<file path="config.mk">
export PLATFORM = sky130hd
export DESIGN_NAME = boolean_infix_evaluator
export DESIGN_NICKNAME = d
export VERILOG_FILES = /design/src/rtl/core/bie_pkg.sv /design/src/rtl/core/bie_ram.sv /design/src/rtl/core/bie_stacks.sv /design/src/rtl/core/boolean_infix_evaluator.sv
export SDC_FILE = /design/constraint.sdc
export NUM_CORES = 1
export LEC_CHECK = 0
export BUFFER_PORTS_ARGS = -buffer_cell sky130_fd_sc_hd__buf_2
export CAP_MARGIN = 20
export CORE_UTILIZATION = 61
export CTS_CLUSTER_SIZE = 12
export DETAILED_ROUTE_END_ITERATION = 8
export PLACE_DENSITY = 0.81
export SLEW_MARGIN = 30
export SYNTH_ARGS = -nofsm -noshare
export SYNTH_HDL_FRONTEND = slang
export SYNTH_HIERARCHICAL = 1
export SYNTH_SLANG_ARGS = --single-unit
</file>
<file path="constraint.sdc">
create_clock -name clk -period 8.1 [get_ports clk]
set_input_delay 1.62 -clock clk [delete_from_list [all_inputs] [get_ports clk]]
set_output_delay 1.62 -clock clk [all_outputs]
set_load 0.02 [all_outputs]
</file>
<file path="src/rtl/core/bie_pkg.sv">
package bie_pkg;

	localparam int OPERATOR_DEPTH_DEF = 32;
	localparam int VALUE_DEPTH_DEF    = 32;
	localparam int VARIABLE_COUNT_DEF = 64;
	localparam int VAR_WORD_W         = 64;

	// token kinds on the input channel
	localparam logic [2:0] TOK_CONST = 3'd0;
	localparam logic [2:0] TOK_VAR   = 3'd1;
	localparam logic [2:0] TOK_NOT   = 3'd2;
	localparam logic [2:0] TOK_AND   = 3'd3;
	localparam logic [2:0] TOK_OR    = 3'd4;
	localparam logic [2:0] TOK_OPEN  = 3'd5;
	localparam logic [2:0] TOK_CLOSE = 3'd6;
	localparam logic [2:0] TOK_END   = 3'd7;

	localparam logic [2:0] ERR_NONE     = 3'd0;
	localparam logic [2:0] ERR_OPERAND  = 3'd1;
	localparam logic [2:0] ERR_PAREN    = 3'd2;
	localparam logic [2:0] ERR_OVERFLOW = 3'd3;
	localparam logic [2:0] ERR_LEFTOVER = 3'd4;

	// operator stack entries; the code doubles as the priority
	typedef enum logic [1:0] {
		OPC_OPEN = 2'd0,
		OPC_OR   = 2'd1,
		OPC_AND  = 2'd2,
		OPC_NOT  = 2'd3
	} opc_t;

	typedef struct packed {
		logic [2:0] operation;
		logic       const_bit;
		logic [5:0] var_index;
	} in_item_t;

	typedef struct packed {
		logic       result_bit;
		logic [2:0] error_code;
	} out_item_t;

	typedef struct packed {
		logic vpush;
		logic vpush_bit;
		logic opush;
		opc_t opush_code;
		logic pop;   // pop operator top and apply it to the value stack
		logic load;  // completes a pop, RAM read data valid
		logic clear;
	} stk_cmd_t;

	typedef struct packed {
		logic o_empty;
		logic o_full;
		logic v_empty;
		logic v_full;
		logic v_multi;
		opc_t otop;
		logic vtop;
	} stk_status_t;

endpackage

</file>
<file path="src/rtl/core/bie_ram.sv">
module bie_ram #(
	parameter int WIDTH = 1,
	parameter int DEPTH = 32,
	localparam int AW = (DEPTH > 1) ? $clog2(DEPTH) : 1
) (
	input  logic             clk,
	input  logic             we,
	input  logic [AW-1:0]    waddr,
	input  logic [WIDTH-1:0] wdata,
	input  logic [AW-1:0]    raddr,
	output logic [WIDTH-1:0] rdata
);

	logic [WIDTH-1:0] mem_q [DEPTH];

	always_ff @(posedge clk) begin
		if (we) begin
			mem_q[waddr] <= wdata;
		end
		rdata <= mem_q[raddr];
	end

endmodule

</file>
<file path="src/rtl/core/bie_stacks.sv">
module bie_stacks
	import bie_pkg::*;
#(
	parameter int OPERATOR_DEPTH = OPERATOR_DEPTH_DEF,
	parameter int VALUE_DEPTH    = VALUE_DEPTH_DEF
) (
	input  logic        clk,
	input  logic        arst_n,
	input  stk_cmd_t    cmd,
	output stk_status_t status
);

	localparam int OCW = $clog2(OPERATOR_DEPTH + 1);
	localparam int VCW = $clog2(VALUE_DEPTH + 1);
	localparam int OAW = (OPERATOR_DEPTH > 1) ? $clog2(OPERATOR_DEPTH) : 1;
	localparam int VAW = (VALUE_DEPTH > 1) ? $clog2(VALUE_DEPTH) : 1;

	// top entries live in registers, the RAMs hold everything below them
	logic [OCW-1:0] ocount_q;
	logic [VCW-1:0] vcount_q;
	opc_t           otop_q;
	logic           vtop_q;
	opc_t           pend_q;

	logic [OCW-1:0] o_minus1, o_minus2;
	logic [VCW-1:0] v_minus1, v_minus2;
	logic [1:0]     oram_rdata;
	logic           vram_rdata;
	logic           binary_pop;

	assign o_minus1 = ocount_q - OCW'(1);
	assign o_minus2 = ocount_q - OCW'(2);
	assign v_minus1 = vcount_q - VCW'(1);
	assign v_minus2 = vcount_q - VCW'(2);

	bie_ram #(.WIDTH(2), .DEPTH(OPERATOR_DEPTH)) u_oram (
		.clk   (clk),
		.we    (cmd.opush && (ocount_q != '0)),
		.waddr (o_minus1[OAW-1:0]),
		.wdata (otop_q),
		.raddr (o_minus2[OAW-1:0]),
		.rdata (oram_rdata)
	);

	bie_ram #(.WIDTH(1), .DEPTH(VALUE_DEPTH)) u_vram (
		.clk   (clk),
		.we    (cmd.vpush && (vcount_q != '0)),
		.waddr (v_minus1[VAW-1:0]),
		.wdata (vtop_q),
		.raddr (v_minus2[VAW-1:0]),
		.rdata (vram_rdata)
	);

	assign binary_pop = (pend_q == OPC_AND) || (pend_q == OPC_OR);

	always_ff @(posedge clk or negedge arst_n) begin
		if (!arst_n) begin
			ocount_q <= '0;
			vcount_q <= '0;
		end else if (cmd.clear) begin
			ocount_q <= '0;
			vcount_q <= '0;
		end else begin
			if (cmd.opush) begin
				ocount_q <= ocount_q + OCW'(1);
			end else if (cmd.pop) begin
				ocount_q <= o_minus1;
			end
			if (cmd.vpush) begin
				vcount_q <= vcount_q + VCW'(1);
			end else if (cmd.load && binary_pop) begin
				vcount_q <= v_minus1;
			end
		end
	end

	always_ff @(posedge clk) begin
		if (cmd.opush) begin
			otop_q <= cmd.opush_code;
		end else if (cmd.load) begin
			otop_q <= opc_t'(oram_rdata);
		end
		if (cmd.pop) begin
			pend_q <= otop_q;
		end
		if (cmd.vpush) begin
			vtop_q <= cmd.vpush_bit;
		end else if (cmd.pop && (otop_q == OPC_NOT)) begin
			vtop_q <= ~vtop_q;
		end else if (cmd.load && binary_pop) begin
			vtop_q <= (pend_q == OPC_AND) ? (vtop_q & vram_rdata) : (vtop_q | vram_rdata);
		end
	end

	assign status.o_empty = (ocount_q == '0);
	assign status.o_full  = (ocount_q == OCW'(OPERATOR_DEPTH));
	assign status.v_empty = (vcount_q == '0);
	assign status.v_full  = (vcount_q == VCW'(VALUE_DEPTH));
	assign status.v_multi = (vcount_q > VCW'(1));
	assign status.otop    = otop_q;
	assign status.vtop    = vtop_q;

endmodule

</file>
<file path="src/rtl/core/boolean_infix_evaluator.sv">
// Boolean infix evaluator: one token per input transaction (const, variable,
// NOT, AND, OR, open, close, end), evaluated on the fly on an operator stack
// and a value stack. Only the end token produces an output transaction:
// the expression value and an error code; the stacks are then emptied.
// Channels: in_valid/in_stall/in_data and out_valid/out_stall/out_data move
// a transaction when valid is high and stall is low. The variable vector is
// written on cfg_valid/cfg_ready/cfg_data; the user must write it only while
// the block is idle; the block itself does not enforce this. Const, variable
// and open tokens are taken without a stall. An operator token pops the
// operators that its priority allows and then pushes itself; close pops the
// operators above its open and then the open; end pops the remaining
// operators, with an extra check step when the final unwind hits an error,
// and registers the result in its last step. Each pop takes a check step and
// a load step because the stack RAMs have a registered read. in_stall is high
// while a token is being worked off. The output register frees the input
// side: tokens keep being taken while a result waits, but the next end token
// holds until the result is taken. Reset clears the stacks, the sticky error,
// the variable vector and the output valid.
module boolean_infix_evaluator
	import bie_pkg::*;
#(
	parameter int OPERATOR_DEPTH = OPERATOR_DEPTH_DEF,
	parameter int VALUE_DEPTH    = VALUE_DEPTH_DEF,
	parameter int VARIABLE_COUNT = VARIABLE_COUNT_DEF
) (
	input  logic                  clk,
	input  logic                  arst_n,
	input  logic                  in_valid,
	output logic                  in_stall,
	input  in_item_t              in_data,
	output logic                  out_valid,
	input  logic                  out_stall,
	output out_item_t             out_data,
	input  logic                  cfg_valid,
	output logic                  cfg_ready,
	input  logic [VAR_WORD_W-1:0] cfg_data
);

	localparam int VIW = (VARIABLE_COUNT > 1) ? $clog2(VARIABLE_COUNT) : 1;

	typedef enum logic [2:0] {
		ST_IDLE  = 3'b001,
		ST_CHECK = 3'b010,
		ST_LOAD  = 3'b100
	} state_t;

	typedef enum logic [1:0] {
		MODE_OPER  = 2'd0,
		MODE_CLOSE = 2'd1,
		MODE_END   = 2'd2
	} mode_t;

	state_t                    state_q, state_d;
	mode_t                     mode_q, mode_d;
	opc_t                      prio_q, prio_d;
	logic [2:0]                err_q, err_d;
	logic                      last_open_q, last_open_d;
	logic                      load_open_q, load_open_d;
	logic [VARIABLE_COUNT-1:0] vars_q;
	logic                      out_valid_q, out_valid_d;
	out_item_t                 out_q, out_d;

	stk_cmd_t    cmd;
	stk_status_t st;

	logic       accept;
	logic       out_free;
	logic       var_bit;
	logic       can_pop;
	logic       operand_ok;
	logic [2:0] final_err;

	bie_stacks #(
		.OPERATOR_DEPTH (OPERATOR_DEPTH),
		.VALUE_DEPTH    (VALUE_DEPTH)
	) u_stacks (
		.clk    (clk),
		.arst_n (arst_n),
		.cmd    (cmd),
		.status (st)
	);

	assign in_stall  = (state_q != ST_IDLE);
	assign accept    = in_valid && (state_q == ST_IDLE);
	assign out_free  = !out_valid_q || !out_stall;
	assign out_valid = out_valid_q;
	assign out_data  = out_q;
	assign cfg_ready = 1'b1;

	// indexes at or above the variable count read as zero
	assign var_bit = ({1'b0, in_data.var_index} < 7'(VARIABLE_COUNT)) ?
		vars_q[in_data.var_index[VIW-1:0]] : 1'b0;

	// NOT is right-associative: an equal-priority NOT stays on the stack
	assign can_pop = !st.o_empty && (st.otop != OPC_OPEN) &&
		((st.otop > prio_q) || ((st.otop == prio_q) && (prio_q != OPC_NOT)));
	assign operand_ok = (st.otop == OPC_NOT) ? !st.v_empty : st.v_multi;

	always_comb begin
		if (err_q != ERR_NONE) begin
			final_err = err_q;
		end else if (st.v_empty) begin
			final_err = ERR_OPERAND;
		end else if (st.v_multi) begin
			final_err = ERR_LEFTOVER;
		end else begin
			final_err = ERR_NONE;
		end
	end

	always_comb begin
		state_d     = state_q;
		mode_d      = mode_q;
		prio_d      = prio_q;
		err_d       = err_q;
		last_open_d = last_open_q;
		load_open_d = load_open_q;
		out_valid_d = out_valid_q && out_stall;
		out_d       = out_q;
		cmd         = '0;

		case (state_q)
			ST_IDLE: begin
				if (accept) begin
					if (in_data.operation == TOK_END) begin
						mode_d  = MODE_END;
						state_d = ST_CHECK;
					end else if (err_q == ERR_NONE) begin
						last_open_d = (in_data.operation == TOK_OPEN);
						case (in_data.operation)
							TOK_CONST, TOK_VAR: begin
								if (st.v_full) begin
									err_d = ERR_OVERFLOW;
								end else begin
									cmd.vpush     = 1'b1;
									cmd.vpush_bit = (in_data.operation == TOK_CONST) ?
										in_data.const_bit : var_bit;
								end
							end
							TOK_NOT, TOK_AND, TOK_OR: begin
								mode_d  = MODE_OPER;
								state_d = ST_CHECK;
								prio_d  = (in_data.operation == TOK_NOT) ? OPC_NOT :
									(in_data.operation == TOK_AND) ? OPC_AND : OPC_OR;
							end
							TOK_OPEN: begin
								if (st.o_full) begin
									err_d = ERR_OVERFLOW;
								end else begin
									cmd.opush      = 1'b1;
									cmd.opush_code = OPC_OPEN;
								end
							end
							default: begin
								// close; "()" with nothing inside is an error
								if (last_open_q) begin
									err_d = ERR_PAREN;
								end else begin
									mode_d  = MODE_CLOSE;
									state_d = ST_CHECK;
								end
							end
						endcase
					end
				end
			end

			ST_CHECK: begin
				load_open_d = 1'b0;
				case (mode_q)
					MODE_OPER: begin
						if (can_pop) begin
							if (operand_ok) begin
								cmd.pop = 1'b1;
								state_d = ST_LOAD;
							end else begin
								err_d   = ERR_OPERAND;
								state_d = ST_IDLE;
							end
						end else begin
							state_d = ST_IDLE;
							if (st.o_full) begin
								err_d = ERR_OVERFLOW;
							end else begin
								cmd.opush      = 1'b1;
								cmd.opush_code = prio_q;
							end
						end
					end
					MODE_CLOSE: begin
						if (st.o_empty) begin
							err_d   = ERR_PAREN;
							state_d = ST_IDLE;
						end else if (st.otop == OPC_OPEN) begin
							cmd.pop     = 1'b1;
							load_open_d = 1'b1;
							state_d     = ST_LOAD;
						end else if (operand_ok) begin
							cmd.pop = 1'b1;
							state_d = ST_LOAD;
						end else begin
							err_d   = ERR_OPERAND;
							state_d = ST_IDLE;
						end
					end
					default: begin
						if ((err_q == ERR_NONE) && !st.o_empty) begin
							if (st.otop == OPC_OPEN) begin
								err_d = ERR_PAREN;
							end else if (operand_ok) begin
								cmd.pop = 1'b1;
								state_d = ST_LOAD;
							end else begin
								err_d = ERR_OPERAND;
							end
						end else if (out_free) begin
							out_valid_d      = 1'b1;
							out_d.error_code = final_err;
							out_d.result_bit = (final_err == ERR_NONE) ? st.vtop : 1'b0;
							cmd.clear        = 1'b1;
							err_d            = ERR_NONE;
							last_open_d      = 1'b0;
							state_d          = ST_IDLE;
						end
					end
				endcase
			end

			ST_LOAD: begin
				cmd.load = 1'b1;
				state_d  = load_open_q ? ST_IDLE : ST_CHECK;
			end

			default: begin
				state_d = ST_IDLE;
			end
		endcase
	end

	always_ff @(posedge clk or negedge arst_n) begin
		if (!arst_n) begin
			state_q     <= ST_IDLE;
			mode_q      <= MODE_OPER;
			err_q       <= ERR_NONE;
			last_open_q <= 1'b0;
			load_open_q <= 1'b0;
			out_valid_q <= 1'b0;
			vars_q      <= '0;
		end else begin
			state_q     <= state_d;
			mode_q      <= mode_d;
			err_q       <= err_d;
			last_open_q <= last_open_d;
			load_open_q <= load_open_d;
			out_valid_q <= out_valid_d;
			if (cfg_valid && cfg_ready) begin
				vars_q <= cfg_data[VARIABLE_COUNT-1:0];
			end
		end
	end

	always_ff @(posedge clk) begin
		prio_q <= prio_d;
		out_q  <= out_d;
	end

endmodule
</file>
---- Yosys cells after proc, flatten, opt, wreduce, memory -nomap -nowiden ----
Memory sizes are Yosys's and may differ from the RTL's. A register that Yosys moved wholly into a read port is not among the register bits.
Cells that the tools add are included.
word-level totals
  flip-flop bits (word level) ............. 98
  RAM bits ................................ 96
  bits of input ports ..................... 79
  output and inout bits ................... 7
  word-level logic and storage cells ...... 211
  memories kept ........................... 2
memory list
  memory                 words  bits a word  rd ports  clocked after Yosys merged registers in  write ports  RTL line       source
  u_stacks.u_oram.mem_q  32     2            1         1                                        1            bie_ram.sv:14  logic [WIDTH-1:0] mem_q [DEPTH];
  u_stacks.u_vram.mem_q  32     1            1         1                                        1            bie_ram.sv:14
cells by class
  add/subtract/negate cells ............... 6
  magnitude comparators ................... 3
  eq/ne operators ......................... 36
  mux-type cells .......................... 99
  bitwise gates (word level) .............. 6
  reductions and logical operators ........ 44
operators by type and width
  operator                                                                 number
  3-bit two-way mux                                                        33
  1-bit two-way mux                                                        36
  6-bit two-way mux                                                        6
  3-bit case mux with 2 select lines                                       5
  2-bit two-way mux                                                        10
  3-bit case mux with 3 select lines                                       2
  5-bit two-way mux                                                        3
  5-bit by 3-bit inequality test with 1-bit output, second input constant  3
  2-bit inequality test, second input constant                             7
  7-bit AND reduction                                                      2
  6-bit by 1-bit adder with 6-bit output, second input constant            2
  3-bit == test, second input constant                                     4
  6-bit == test, second input constant                                     2
  6-bit logical NOT                                                        2
  3-bit nonzero test                                                       4
  6-bit nonzero test                                                       2
  6-bit by 1-bit subtractor with 6-bit output, second input constant       2
  1-bit logical AND                                                        10
  5-bit AND reduction                                                      2
  5-bit by 2-bit subtractor with 5-bit output, second input constant       2
  3-bit by 2-bit == test with 1-bit output, second input constant          3
  3-bit logical NOT                                                        3
  3-bit by 1-bit inequality test with 1-bit output, second input constant  3
  9-bit AND reduction                                                      1
  25 further kinds                                                         45

---- Depth between registers and ports, before layout ----
  depth after elaboration ................. 12
  mapped depth ............................ 14
  depth with buffers taken out ............ 12

---- Cells and area by module ----
The synthesis kept the hierarchy.
by module, submodules not included
  module                      instances  cells each  area each (um^2)  sequential area each (um^2)
  boolean_infix_evaluator     1          340         4210.3            2058.2
  bie_ram at u_stacks.u_oram  1          184         2783.9            1961.9
  bie_ram at u_stacks.u_vram  1          120         1517.7            980.9
  bie_stacks                  1          140         1303.8            450.4

---- Worst setup path before layout ----
OpenSTA, ideal clock, no wires.
  path type ............................... input-to-reg
  from .................................... input port in_data[8] (netlist bit)
  to ...................................... memory u_stacks.u_oram.mem_q[28][0], enable pin
  setup time .............................. 309 ps
  arrival time ............................ 3542 ps
  data required time ...................... 7791 ps
  path slack .............................. 4249 ps
  cell stages on the path ................. 11
  buffers on the path ..................... 3
  cell sequence ........................... clkbuf_1 > nand3_1 > nand4_1 > nor3_1 > or2_2 > buf_2 > inv_1 > nor2_1 > or3b_1 > clkbuf_1 > nor2_1
RTL lines
  item         RTL line                       source
  from (decl)  boolean_infix_evaluator.sv:30  input in_item_t in_data,
  to (decl)    bie_ram.sv:14

---- Final worst setup path ----
  from .................................... register u_stacks.ocount_q[0]
  to ...................................... memory u_stacks.u_oram.mem_q[24][1], enable pin
between the ends
  elaborated cells on any way between the ends .. 19
  classes of those cells .................. 1 x add/sub; 1 x eq/ne; 11 x mux; 6 x reduce/logical
RTL lines
  item                                         RTL line          source
  from (decl)                                  bie_stacks.sv:19  logic [OCW-1:0] ocount_q;
  from (signal assigned)                       bie_stacks.sv:65  ocount_q <= ocount_q + OCW'(1);
  from (signal assigned)                       bie_stacks.sv:67  ocount_q <= o_minus1;
  6-bit by 1-bit subtractor with 6-bit output  bie_stacks.sv:31  assign o_minus1 = ocount_q - OCW'(1);
  named net u_stacks.o_minus1[0]               bie_stacks.sv:25  logic [OCW-1:0] o_minus1, o_minus2;
The timed path passes the listed nets, and every way through them passes these cells.

==> impl_metrics.toml <==
[detailed_routing]
wl_um = 20300
via_per_inst = 6.061
postRouteAntennaNets = 0
firstDrtPassIters = 5
vias = 6576
drc_errors = 0
initialDrtViolationCount = 679
wl_per_cell_um = 18.71

[synth]
yosysTopAreaCellShare_pct = 32.73
yosysWarnings = 6
async_flop_share_pct = 44.16
synth_cell_types = 76
avgSynthCellArea_um2 = 12.52
synth-edff-count = 107
synth_seq_area_share_pct = 55.54
yosys_most_used_dff = "edfxtp_1"
synth-seq-cells = 197
synth_fp_nets = 879
yosysMostFrequentCell = "edfxtp_1"
yosysTopAreaCell = "edfxtp_1"
syn_inst = 784
netlist_area_mm2 = 0.009816
synth_commonest_cells = "107 x edfxtp_1, 99 x nor2_1, 86 x dfrtp_1"
synth_area_leaders = "edfxtp_1 33%, dfrtp_1 22%, mux2_2 8.1%"

[placed_design]
portBuffers = 84
gp_congestion = 0.8740
dp_hpwl_um = 13770

[timing]
drv_slew = 0
fmax_ghz = 0.2516
rsz0062_at_grt = "false"
timing.slew.headroom_pct = 46.80
skew_ns = 0.006724
hold_viol_final = 0
tightest_slew_ns = 0.7980
min_period_ns = 3.974
period_share_pct = 49.07
setup_tns_ns = 0
fin_hold_ws_ns = 0.5043
setup_violations = 0

[setup_path]
crit_required_ns = 8.24
end_kind = "flip-flop"
crit_fanout = 36
path_class = "flip-flop to flip-flop"
ff2ff_path_depth = 13
critPathTopFamily = "simple AND/OR/NAND/NOR gates"
max_stage_delay_ns = 0.57
timing.rr.end = "u_stacks/u_oram/mem_q[24][1]"
crit_chain = "buf_4 -> inv_1 -> ha_1 -> and4bb_2 -> inv_1 -> o211ai_1 -> nor2_1 -> nor3_1 -> or2_2 -> inv_1 -> nor2_1 -> or3b_1 -> nor2_1"
cpMaxStageDelayCell = "or3b_1"
rrSetupSlack_ns = 4.13
cp-start-kind = "flip-flop"
r2r-start = "u_stacks/ocount_q[0]"
critPathBufInv = 4
cp.arrival_ns = 4.12

[die]
ioPinCount = 86
die_w_um = 128.9
die_h_um = 128.9
start_util_pct = 62.24
core-area_mm2 = 0.01577
row_count = 46
die_area_mm2 = 0.01660

[global_routing]
grt-ovfl-total = 0
antenna_found_initial = 1
grt_first_pass_wirelength_um = 32290
grt_max_degree = 88
grt_usage_pct = 25.77
grt_pass1_vias = 6660

[worst_hold_path]
min_path_cells = 1
hp-class = "flip-flop to flip-flop"
hold_path_end = "vars_q[38]"
hold_start = "vars_q[38]"

[layout]
nFillCells = 1133
final_layout_size_suffix_gt1_share_pct = 26.15
multi_input_area_mm2 = 0.003971
layout.area.seq_mm2 = 0.005451
final_nets = 950
syn_to_final_growth_pct = 10.87

[clocking]
cts_buffers = 17
cts-root-buf = "clkbuf_16"
clockBufferDepth = 2
clk_pin_slew_ns = 0.07
cts_max_level = 4
cts.sinks = 197
cts_resized = 0
post-cts-setup-buffers = 0
cts_tree = "built"
insertion_delay_ns = 0.44
hold_buffers = 0

[status]
status = "finished, final reports clean"

[flow_run]
drv_cap = 0

[pwr]
ir_drop_uv = 186.1
power.leakage_uw = 0.004241
p_per_area_mw_per_mm2 = 261.2
[where the power goes]
group / leakage [uW] / internal (uW) / switching (uW)
clock: 0.000295 / 465 / 389
sequential: 0.00205 / 1120 / 62.7
combinational: 0.00190 / 305 / 498
total: 0.00424 / 1890 / 949
[metal layers]
layer / up-vias / routed length, um / track usage, %
li1: 3036 / - / -
met1: 3244 / 8275 / 32.43
met2: 251 / 10220 / 42.73
met3: 43 / 1313 / 6.694
met4: 2 / 473 / 10.38
met5: - / 13 / 0
[final cells by class]
cell class                      instances  area share [%]
Sequential cell                       197           50.09
Multi-Input combinational cell        521           36.49
Timing Repair Buffer                   92           4.507
Clock buffer                           21           4.346
Tap cell                              216           2.483
Clock inverter                         11           1.161
Inverter                               26          0.8968
Antenna cell                            1         0.02299
[per-stage QoR]
step | cell area, um2 | instances | total power (uW) | utilization [%] | worst slack [ns]
finish | 10880 | 1085 | 2842 | 69.01 | 4.126
global route | 10880 | 1084 | 2957 | 68.99 | 3.866
CTS | 10870 | 1083 | 2835 | 68.92 | 4.105
detailed placement | 10270 | 1051 | 1979 | 65.12 | 3.990
global placement | 10270 | 1051 | 1955 | 65.10 | 4.125
floorplan | 9816 | 784 | 1800 | - | 4.249
[logic make-up (layout without fill, tap and decap cells)]
| kind of cell | after synthesis | in the layout | synth area share (%) |
|---|---|---|---|
| other | 1 | 2 | 0.03820 |
| xor gates and xnor gates | 20 | 20 | 1.785 |
| DFF | 197 | 197 | 55.54 |
| muxes | 137 | 137 | 16.42 |
| AOI/OAI and AO/OA | 107 | 107 | 7.661 |
| adders and majority gates | 17 | 17 | 2.141 |
| and+or+nand+nor | 239 | 239 | 12.42 |
| buffers and inverters | 66 | 150 | 4.002 |
[flip-flops by register name, indices dropped and copies added, names as in the netlist, 2 cells and up]
register and flops:
err_q 3, mode_q 2, out_data 4, prio_q 2
state_q 3, u_stacks/ocount_q 6, u_stacks/otop_q 2, u_stacks/pend_q 2
u_stacks/u_oram/mem_q 64, u_stacks/u_oram/rdata 2, u_stacks/u_vram/mem_q 32, u_stacks/vcount_q 6
vars_q 64
[worst max path at each step]
stage                               from                            to  cells after the start
global route        u_stacks/ocount_q[0]  u_stacks/u_oram/mem_q[24][1]                     13
finish              u_stacks/ocount_q[0]  u_stacks/u_oram/mem_q[24][1]                     13
floorplan                     in_data[8]  u_stacks/u_oram/mem_q[28][0]                     11
detailed placement            in_data[7]  u_stacks/u_oram/mem_q[24][0]                      9
global placement              in_data[7]  u_stacks/u_oram/mem_q[28][0]                      9
CTS                 u_stacks/vcount_q[1]          u_stacks/ocount_q[5]                     12
[worst reg2reg max path, cell delays in order, from the launching register on]
cell and delay (ns):
dfrtp_1 0.36, buf_4 0.30, inv_1 0.31, ha_1 0.22
and4bb_2 0.40, inv_1 0.13, o211ai_1 0.19, nor2_1 0.14
nor3_1 0.20, or2_2 0.27, inv_1 0.10, nor2_1 0.23
or3b_1 0.57, nor2_1 0.26
[cells in the final DEF, fill, tap and decap left out, types with 21 or more instances in the layout]
cell,n
dfrtp_1,86
mux2i_1,53
inv_1,25
a22oi_1,21
a21oi_1,23
nor2_1,99
nand2_1,45
mux2_2,71
buf_2,83
edfxtp_1,107
No activity file was read; power rests on OpenSTA's default activity.
